$ cat src/binary_to_decimal_ascii_assert.svh
// Assertion macros shared by the binary_to_decimal_ascii RTL.
// Every macro samples on clk and is disabled while arst_n is low.
`ifndef BINARY_TO_DECIMAL_ASCII_ASSERT_SVH
`define BINARY_TO_DECIMAL_ASCII_ASSERT_SVH

// A condition that must hold at every clock edge.
`define BTDA_ASSERT(lbl, cond, msg) \
	lbl: assert property (@(posedge clk) disable iff (!arst_n) (cond)) else $error(msg);

// A trigger that must be followed in the next cycle by a consequence.
`define BTDA_ASSERT_NEXT(lbl, pre, post, msg) \
	lbl: assert property (@(posedge clk) disable iff (!arst_n) (pre) |=> (post)) else $error(msg);

`endif

$ cat src/btda_pkg.sv
// Shared constants and elaboration-time helpers for binary_to_decimal_ascii.
// No dependencies; used by the front, queue, back and top level.
package btda_pkg;

	localparam int VALUE_FIELD_BITS   = 32;
	localparam int VALUE_BITS_DEFAULT = 32;
	localparam int DIGIT_CHAR_BITS    = 6;
	localparam int QUEUE_DEPTH        = 2;

	// floor(v * RECIP_TEN / 2**RECIP_SHIFT) equals floor(v / 10) for every v below 2**32.
	localparam logic [31:0] RECIP_TEN   = 32'hCCCC_CCCD;
	localparam int          RECIP_SHIFT = 35;

	// Upper two bits of ASCII '0'; a digit 0..9 fills the lower four.
	localparam logic [1:0] ASCII_ZERO_HI = 2'b11;
	localparam logic [3:0] DIGIT_MAX     = 4'd9;

	typedef struct packed {
		logic full;
		logic empty;
	} queue_status_t;

	function automatic int eff_bits(input int bits);
		return (bits < VALUE_FIELD_BITS) ? bits : VALUE_FIELD_BITS;
	endfunction

	// Decimal digit count of the largest value that fits in the given bits.
	function automatic int max_digits(input int bits);
		logic [67:0] lim;
		logic [67:0] p;
		int          n;
		lim = (68'd1 << bits) - 68'd1;
		p   = 68'd1;
		n   = 0;
		while (p <= lim) begin
			p = p * 68'd10;
			n = n + 1;
		end
		return n;
	endfunction

endpackage

$ cat src/btda_fifo.sv
// Short flip-flop queue that carries converted numbers from the front to the back.
// Depends on btda_pkg and the assertion macro header.
`include "binary_to_decimal_ascii_assert.svh"

module btda_fifo #(
	parameter int WIDTH = 44
) (
	input  logic                  clk,
	input  logic                  arst_n,
	input  logic                  wr,
	input  logic [WIDTH-1:0]      wr_data,
	input  logic                  rd,
	output logic [WIDTH-1:0]      rd_data,
	output btda_pkg::queue_status_t status
);

	localparam int DEPTH = btda_pkg::QUEUE_DEPTH;
	localparam int PTR_W = (DEPTH > 1) ? $clog2(DEPTH) : 1;
	localparam int CNT_W = $clog2(DEPTH + 1);

	logic [WIDTH-1:0] mem_q [DEPTH];
	logic [PTR_W-1:0] wr_ptr_q;
	logic [PTR_W-1:0] rd_ptr_q;
	logic [CNT_W-1:0] count_q;
	logic             do_wr;
	logic             do_rd;

	assign status.full  = (count_q == CNT_W'(DEPTH));
	assign status.empty = (count_q == '0);
	assign do_wr   = wr && !status.full;
	assign do_rd   = rd && !status.empty;
	assign rd_data = mem_q[rd_ptr_q];

	always_ff @(posedge clk or negedge arst_n) begin
		if (!arst_n) begin
			wr_ptr_q <= '0;
			rd_ptr_q <= '0;
			count_q  <= '0;
		end else begin
			if (do_wr) begin
				wr_ptr_q <= (wr_ptr_q == PTR_W'(DEPTH - 1)) ? '0 : wr_ptr_q + PTR_W'(1);
			end
			if (do_rd) begin
				rd_ptr_q <= (rd_ptr_q == PTR_W'(DEPTH - 1)) ? '0 : rd_ptr_q + PTR_W'(1);
			end
			case ({do_wr, do_rd})
				2'b10:   count_q <= count_q + CNT_W'(1);
				2'b01:   count_q <= count_q - CNT_W'(1);
				default: count_q <= count_q;
			endcase
		end
	end

	always_ff @(posedge clk) begin
		if (do_wr) begin
			mem_q[wr_ptr_q] <= wr_data;
		end
	end

	`BTDA_ASSERT(a_no_write_when_full, !(wr && status.full), "queue written while full")

endmodule

$ cat src/btda_front.sv
// Front of the converter: accepts a value and peels decimal digits off it,
// least significant first, by multiplying with the reciprocal of ten.
// Depends on btda_pkg and the assertion macro header.
`include "binary_to_decimal_ascii_assert.svh"

module btda_front #(
	parameter int VALUE_BITS = btda_pkg::VALUE_BITS_DEFAULT
) (
	input  logic                                  clk,
	input  logic                                  arst_n,
	input  logic                                  push,
	output logic                                  full,
	input  logic [btda_pkg::VALUE_FIELD_BITS-1:0] value,
	output logic                                  q_wr,
	output logic [btda_pkg::max_digits(btda_pkg::eff_bits(VALUE_BITS))-1:0][3:0] q_digits,
	output logic [$clog2(btda_pkg::max_digits(btda_pkg::eff_bits(VALUE_BITS))+1)-1:0] q_count,
	input  btda_pkg::queue_status_t               q_status
);

	localparam int EFF   = btda_pkg::eff_bits(VALUE_BITS);
	localparam int MAXD  = btda_pkg::max_digits(EFF);
	localparam int CNT_W = $clog2(MAXD + 1);
	localparam int PROD_W = EFF + 32;

	typedef enum logic [1:0] {
		ST_IDLE,
		ST_MUL,
		ST_DIV,
		ST_PUSH
	} state_t;

	state_t                     state_q;
	logic [EFF-1:0]             v_q;
	logic [PROD_W-1:0]          prod_q;
	logic [MAXD-1:0][3:0]       digits_q;
	logic [CNT_W-1:0]           cnt_q;
	logic [EFF-4:0]             quot;
	logic [EFF-1:0]             quot_ext;
	logic [3:0]                 rem_digit;

	// Only the low four bits of v - 10*q are needed, since the remainder is below ten.
	assign quot      = prod_q[PROD_W-1:btda_pkg::RECIP_SHIFT];
	assign quot_ext  = {3'b000, quot};
	assign rem_digit = v_q[3:0] - ({quot_ext[0], 3'b000} + {quot_ext[2:0], 1'b0});

	assign full     = (state_q != ST_IDLE);
	assign q_wr     = (state_q == ST_PUSH) && !q_status.full;
	assign q_digits = digits_q;
	assign q_count  = cnt_q;

	always_ff @(posedge clk or negedge arst_n) begin
		if (!arst_n) begin
			state_q  <= ST_IDLE;
			cnt_q    <= '0;
			v_q      <= '0;
			prod_q   <= '0;
			digits_q <= '0;
		end else begin
			case (state_q)
				ST_IDLE: begin
					if (push) begin
						v_q     <= value[EFF-1:0];
						cnt_q   <= '0;
						state_q <= ST_MUL;
					end
				end
				ST_MUL: begin
					prod_q  <= {32'b0, v_q} * {{EFF{1'b0}}, btda_pkg::RECIP_TEN};
					state_q <= ST_DIV;
				end
				ST_DIV: begin
					// The newest digit enters at the top, so the most significant ends there.
					digits_q <= {rem_digit, digits_q[MAXD-1:1]};
					cnt_q    <= cnt_q + CNT_W'(1);
					v_q      <= quot_ext;
					state_q  <= (quot == '0) ? ST_PUSH : ST_MUL;
				end
				ST_PUSH: begin
					if (!q_status.full) begin
						state_q <= ST_IDLE;
					end
				end
				default: state_q <= ST_IDLE;
			endcase
		end
	end

	`BTDA_ASSERT(a_digit_range, (state_q != ST_DIV) || (rem_digit <= btda_pkg::DIGIT_MAX), "remainder out of range")

endmodule

$ cat src/btda_back.sv
// Back of the converter: takes converted numbers from the queue and hands out
// their digits as ASCII, most significant first, one beat per digit.
// Depends on btda_pkg and the assertion macro header.
`include "binary_to_decimal_ascii_assert.svh"

module btda_back #(
	parameter int VALUE_BITS = btda_pkg::VALUE_BITS_DEFAULT
) (
	input  logic                                  clk,
	input  logic                                  arst_n,
	input  btda_pkg::queue_status_t               q_status,
	input  logic [btda_pkg::max_digits(btda_pkg::eff_bits(VALUE_BITS))-1:0][3:0] q_digits,
	input  logic [$clog2(btda_pkg::max_digits(btda_pkg::eff_bits(VALUE_BITS))+1)-1:0] q_count,
	output logic                                  q_rd,
	output logic                                  empty,
	input  logic                                  pop,
	output logic [btda_pkg::DIGIT_CHAR_BITS-1:0]  digit_char,
	output logic                                  last
);

	localparam int EFF   = btda_pkg::eff_bits(VALUE_BITS);
	localparam int MAXD  = btda_pkg::max_digits(EFF);
	localparam int CNT_W = $clog2(MAXD + 1);

	logic [MAXD-1:0][3:0] buf_q;
	logic [CNT_W-1:0]     rem_q;
	logic                 valid_q;
	logic                 take;
	logic                 finishing;
	logic                 load;

	assign take      = valid_q && pop;
	assign finishing = take && (rem_q == CNT_W'(1));
	assign load      = (!valid_q || finishing) && !q_status.empty;
	assign q_rd      = load;

	assign empty      = !valid_q;
	assign digit_char = {btda_pkg::ASCII_ZERO_HI, buf_q[MAXD-1]};
	assign last       = (rem_q == CNT_W'(1));

	always_ff @(posedge clk or negedge arst_n) begin
		if (!arst_n) begin
			valid_q <= 1'b0;
			rem_q   <= '0;
		end else if (load) begin
			valid_q <= 1'b1;
			rem_q   <= q_count;
		end else if (finishing) begin
			valid_q <= 1'b0;
		end else if (take) begin
			rem_q <= rem_q - CNT_W'(1);
		end
	end

	always_ff @(posedge clk) begin
		if (load) begin
			buf_q <= q_digits;
		end else if (take) begin
			buf_q <= {buf_q[MAXD-2:0], 4'h0};
		end
	end

	`BTDA_ASSERT(a_rem_nonzero, !valid_q || (rem_q != '0), "valid number with no digits left")
	`BTDA_ASSERT_NEXT(a_more_digits, valid_q && pop && (rem_q != CNT_W'(1)), valid_q, "number dropped before its last digit")

endmodule

$ cat src/binary_to_decimal_ascii.sv
// Unsigned binary to decimal ASCII converter. Each value pushed in comes out as its
// decimal digits in ASCII, most significant first, no leading zeros, with last set on
// the final digit; zero gives a single '0'. Bits of value at and above VALUE_BITS are
// ignored. The front divides by ten by multiplying with the 32-bit reciprocal of ten,
// a multiply state and a divide state for each digit, then a push state into the queue.
// A two-entry queue lets the front start on the next value while the back hands out
// digits at one beat per cycle while pop is high and digits are ready. No state is kept
// between values.
module binary_to_decimal_ascii #(
	parameter int VALUE_BITS = btda_pkg::VALUE_BITS_DEFAULT
) (
	input  logic                                 clk,
	input  logic                                 arst_n,
	input  logic                                 push,
	output logic                                 full,
	input  logic [btda_pkg::VALUE_FIELD_BITS-1:0] value,
	output logic                                 empty,
	input  logic                                 pop,
	output logic [btda_pkg::DIGIT_CHAR_BITS-1:0] digit_char,
	output logic                                 last
);

	localparam int EFF    = btda_pkg::eff_bits(VALUE_BITS);
	localparam int MAXD   = btda_pkg::max_digits(EFF);
	localparam int CNT_W  = $clog2(MAXD + 1);
	localparam int DATA_W = MAXD * 4 + CNT_W;

	logic                    q_wr;
	logic                    q_rd;
	logic [MAXD-1:0][3:0]    wr_digits;
	logic [CNT_W-1:0]        wr_count;
	logic [MAXD-1:0][3:0]    rd_digits;
	logic [CNT_W-1:0]        rd_count;
	logic [DATA_W-1:0]       rd_data;
	btda_pkg::queue_status_t q_status;

	btda_front #(
		.VALUE_BITS(VALUE_BITS)
	) u_front (
		.clk      (clk),
		.arst_n   (arst_n),
		.push     (push),
		.full     (full),
		.value    (value),
		.q_wr     (q_wr),
		.q_digits (wr_digits),
		.q_count  (wr_count),
		.q_status (q_status)
	);

	btda_fifo #(
		.WIDTH(DATA_W)
	) u_fifo (
		.clk     (clk),
		.arst_n  (arst_n),
		.wr      (q_wr),
		.wr_data ({wr_digits, wr_count}),
		.rd      (q_rd),
		.rd_data (rd_data),
		.status  (q_status)
	);

	assign rd_digits = rd_data[DATA_W-1:CNT_W];
	assign rd_count  = rd_data[CNT_W-1:0];

	btda_back #(
		.VALUE_BITS(VALUE_BITS)
	) u_back (
		.clk        (clk),
		.arst_n     (arst_n),
		.q_status   (q_status),
		.q_digits   (rd_digits),
		.q_count    (rd_count),
		.q_rd       (q_rd),
		.empty      (empty),
		.pop        (pop),
		.digit_char (digit_char),
		.last       (last)
	);

endmodule

$ cat config.mk
export PLATFORM = sky130hd
export DESIGN_NAME = binary_to_decimal_ascii
export DESIGN_NICKNAME = d
export VERILOG_FILES = /design/src/btda_pkg.sv /design/src/btda_fifo.sv /design/src/btda_front.sv /design/src/btda_back.sv /design/src/binary_to_decimal_ascii.sv
export VERILOG_INCLUDE_DIRS = /design/src /design/src/src
export SDC_FILE = /design/constraint.sdc
export NUM_CORES = 2
export LEC_CHECK = 0
export BUFFER_PORTS_ARGS = -buffer_cell sky130_fd_sc_hd__buf_2
export CAP_MARGIN = 40
export CORE_AREA = 5 5 226 316
export CTS_CLUSTER_SIZE = 12
export DETAILED_ROUTE_END_ITERATION = 7
export DIE_AREA = 0 0 231 321
export SLEW_MARGIN = 20
export SYNTH_ARGS = -nofsm -noshare
export SYNTH_HDL_FRONTEND = slang
export SYNTH_HIERARCHICAL = 1
export SYNTH_SLANG_ARGS = --single-unit
$ cat constraint.sdc
create_clock -name clk -period 7.7 [get_ports clk]
set_input_delay 0.77 -clock clk [delete_from_list [all_inputs] [get_ports clk]]
set_output_delay 0.77 -clock clk [all_outputs]
set_load 0.1 [all_outputs]
==> impl_metrics.ini <==
[setup_path]
crit_chain = ha_2, inv_1, fa_1, inv_1, fa_1, inv_1, fa_1, inv_1, fa_1, fa_1, fa_1, fa_1, ha_1, a21oi_1, o21ai_0, a21oi_1, o211ai_1, a221oi_2, buf_4, nor2_1, a221oi_2, xor2_1, o21ai_1
r2r_slack_ns = 0.34
crit_path_end_kind = flip-flop
cp.buffers_inverters = 5
r2r-start = u_front/v_q[14]
worstRegToRegCells = 23
path_class = flip-flop to flip-flop
crit_required_ns = 8.14
worst_path_max_delay_cell = fa_1
r2r-end = u_front/prod_q[61]
crit_family = adder cells
cp_common_cell = fa_1
worst_setup_path_start_kind = flip-flop
cp_max_fo = 7
cp.arrival_ns = 7.80
slowest_delay_ns = 0.58

[global_route]
antenna_found_initial = 1
grt_usage_pct = 21.6
grt_pass1_vias = 19500
grt-ovfl-total = 0
grt_pass1_wl_um = 121000
grt_max_degree = 78

[drt]
vias_per_cell = 5.20
vias = 17400
dr.pass1.iters = 5
wire_per_inst_um = 23.7
drc = 0
first_iter_violations = 1047
wl_um = 79200
ant_nets = 0

[clock_tree]
post-cts-setup-buffers = 0
cts_made_buffers = 26
clock_tree.root_cell = clkbuf_16
cts_sinks = 244
clockBufferDepth = 3
cts_tree = yes
clk_pin_slew_ns = 0.06
h-tree-depth = 1
clock_latency_ns = 0.57

[die]
core_area_um2 = 68500
fp.dieW_um = 231
floorplan.initialDensity_pct = 39.4
num_io_pins = 45
fp.dieArea_um2 = 74200
row_count = 114
dieHeight_um = 321

[timing]
fin_setup_tns_ns = 0
maxSlewHeadroom_pct = 34.3
tightest_slew_ns = 0.957
final_max_slew_viol_count = 0
clock-skew-final_ns = 0.0341
min_period_ns = 7.36
finalCritPeriodShare_pct = 95.6
hold_violations = 0
fmax_mhz = 136
setup_viol = 0
rsz0062_at_grt = false

[worst_hold_path]
hold-path-endpoint = u_front/v_q[30]
hp-class = input pin to flip-flop
min_path_cells = 2
min_from = value[30]

[yosys]
async_reset_ff_share_pct = 47.5
seq_area_frac_synth_pct = 25.0
synth.avg_cell_area_um2 = 11.4
syn-instance-count = 2370
synth_edf_count = 128
ys_types = 76
synth_ff_type = edfxtp_1
synth-seq-cells = 244
netlist_area_um2 = 27000
yosysWarnings = 6

[place]
io_buffers = 42
dpl_cell_area_um2 = 28500
gp_congestion = 0.989
place_hpwl_um = 68500
place_inst = 3294

[final_layout]
layout-drive-gt1-share_pct = 11.8
syn2layout_area_growth_pct = 8.83
fin_util_pct = 42.9
finalInstanceArea_um2 = 29400
instances_no_fill = 3345
fin_nets = 3230

[flow_run]
cap_violations = 0

[run_status]
status = finished, final reports clean
-- state kept, by name (all words and copies together), names as in the netlist --
signal and flops:
u_back/buf_q 36, u_back/digit_char 4, u_back/rem_q 4, u_back/valid_q 1, u_fifo/count_q 2, u_fifo/mem_q 88
u_fifo/rd_ptr_q 1, u_fifo/wr_ptr_q 1, u_front/prod_q 29, u_front/q_count 4, u_front/q_digits 40, u_front/state_q 2
u_front/v_q 32
-- stage by stage --
stage | setup slack [ns] | hold slack [ns]
after global routing | 0.00238 | 0.417
final | 0.335 | 0.423
after global placement | 0.363 | 0.445
after detailed placement | 0.281 | 0.456
after floorplan | 1.17 | 0.437
after CTS | 0.230 | 0.299
-- layer usage --
layer,share of wire (%),wire [µm],GRT usage (%),up-vias
met5,0.020,16,0,-
met4,11,8620,17.9,2
met3,2.8,2240,1.85,214
met2,50,39900,37.8,415
met1,36,28500,23.9,8899
li1,-,-,-,7877
-- cells in the final DEF (no fill, tap or decap), drive strengths merged, types with 13 or more instances in the layout --
| cell type | count |
|---|---|
| xor2 | 50 |
| mux2 | 117 |
| nor3 | 17 |
| ha | 354 |
| nand2 | 127 |
| mux2i | 32 |
| xnor2 | 31 |
| and3 | 13 |
| a21o | 50 |
| nand4 | 13 |
| a21oi | 69 |
| clkbuf | 42 |
| edfxtp | 128 |
| dfrtp | 116 |
| buf | 105 |
| and2 | 17 |
| fa | 386 |
| nor2 | 25 |
| o21ai | 94 |
| inv | 546 |
| nand3 | 21 |
-- final cells by class --
| class | instances | area (µm²) |
|---|---|---|
| fillers | 6480 | 39100 |
| multi-input cells | 1531 | 17900 |
| flip-flops and latches | 244 | 6750 |
| inverters | 545 | 2050 |
| well taps | 870 | 1090 |
| repair buffers | 106 | 752 |
| clock buffers | 42 | 721 |
| clock inverters | 6 | 78.8 |
| diodes | 1 | 2.50 |
-- worst max-delay path by stage --
stage / start / end / slack (ns) / cells after the start
4_1_cts: u_front/v_q[14] / u_front/prod_q[61] / 0.23 / 23
5_1_grt: u_front/v_q[18] / u_front/prod_q[60] / 0.002 / 25
3_5_place_dp: u_front/v_q[12] / u_front/prod_q[60] / 0.28 / 25
6_report: u_front/v_q[14] / u_front/prod_q[61] / 0.34 / 23
2_1_floorplan: u_front/v_q[18] / u_front/prod_q[60] / 1.17 / 24
3_3_place_gp: u_front/v_q[14] / u_front/prod_q[61] / 0.36 / 23
-- synthesized netlist by cell type (5+ instances only) --
cell type	count	area [µm²]
mux2i_1	32	320
o21ai_1	7	35.0
nand4_1	12	75.1
o21ai_0	87	435
a21o_1	49	368
and3_1	13	81.3
edfxtp_1	128	3840
buf_4	9	67.6
mux2_2	78	878
clkbuf_1	27	101
ha_1	354	4430
nor3_1	16	80.1
o211ai_1	5	37.5
xnor2_1	31	272
nor2b_1	6	37.5
nor2_1	25	93.8
nand2_1	127	477
fa_1	386	7730
inv_1	545	2050
o31ai_1	5	37.5
and4_1	6	52.6
a31oi_1	7	43.8
nand3_1	21	105
o21a_1	9	67.6
mux2_4	39	586
xor2_1	50	438
a211oi_1	5	37.5
a21oi_1	66	330
and2_1	17	106
o21bai_1	7	52.6
dfrtp_1	116	2900
nor4_1	6	37.5
-- timing repair --
action / in CTS / in global routing
endpoints found under the hold margin: 0 / 8
endpoints found under the setup margin: 0 / 4
resized for setup: 0 / 7
hold buffers: 0 / 1
-- cell families after synthesis --
logic type	count (synthesis)	synth area share, %
mux	149	6.61
xor+xnor	81	2.63
fa+ha+maj	740	45.0
other cells	1	0.0139
buf+inv	596	8.78
flops	244	25.0
simple gates	268	4.97
compound gates	291	6.99
Power is not shown: default switching activity piles up to over one toggle a cycle in this logic, so the estimate is an artifact.
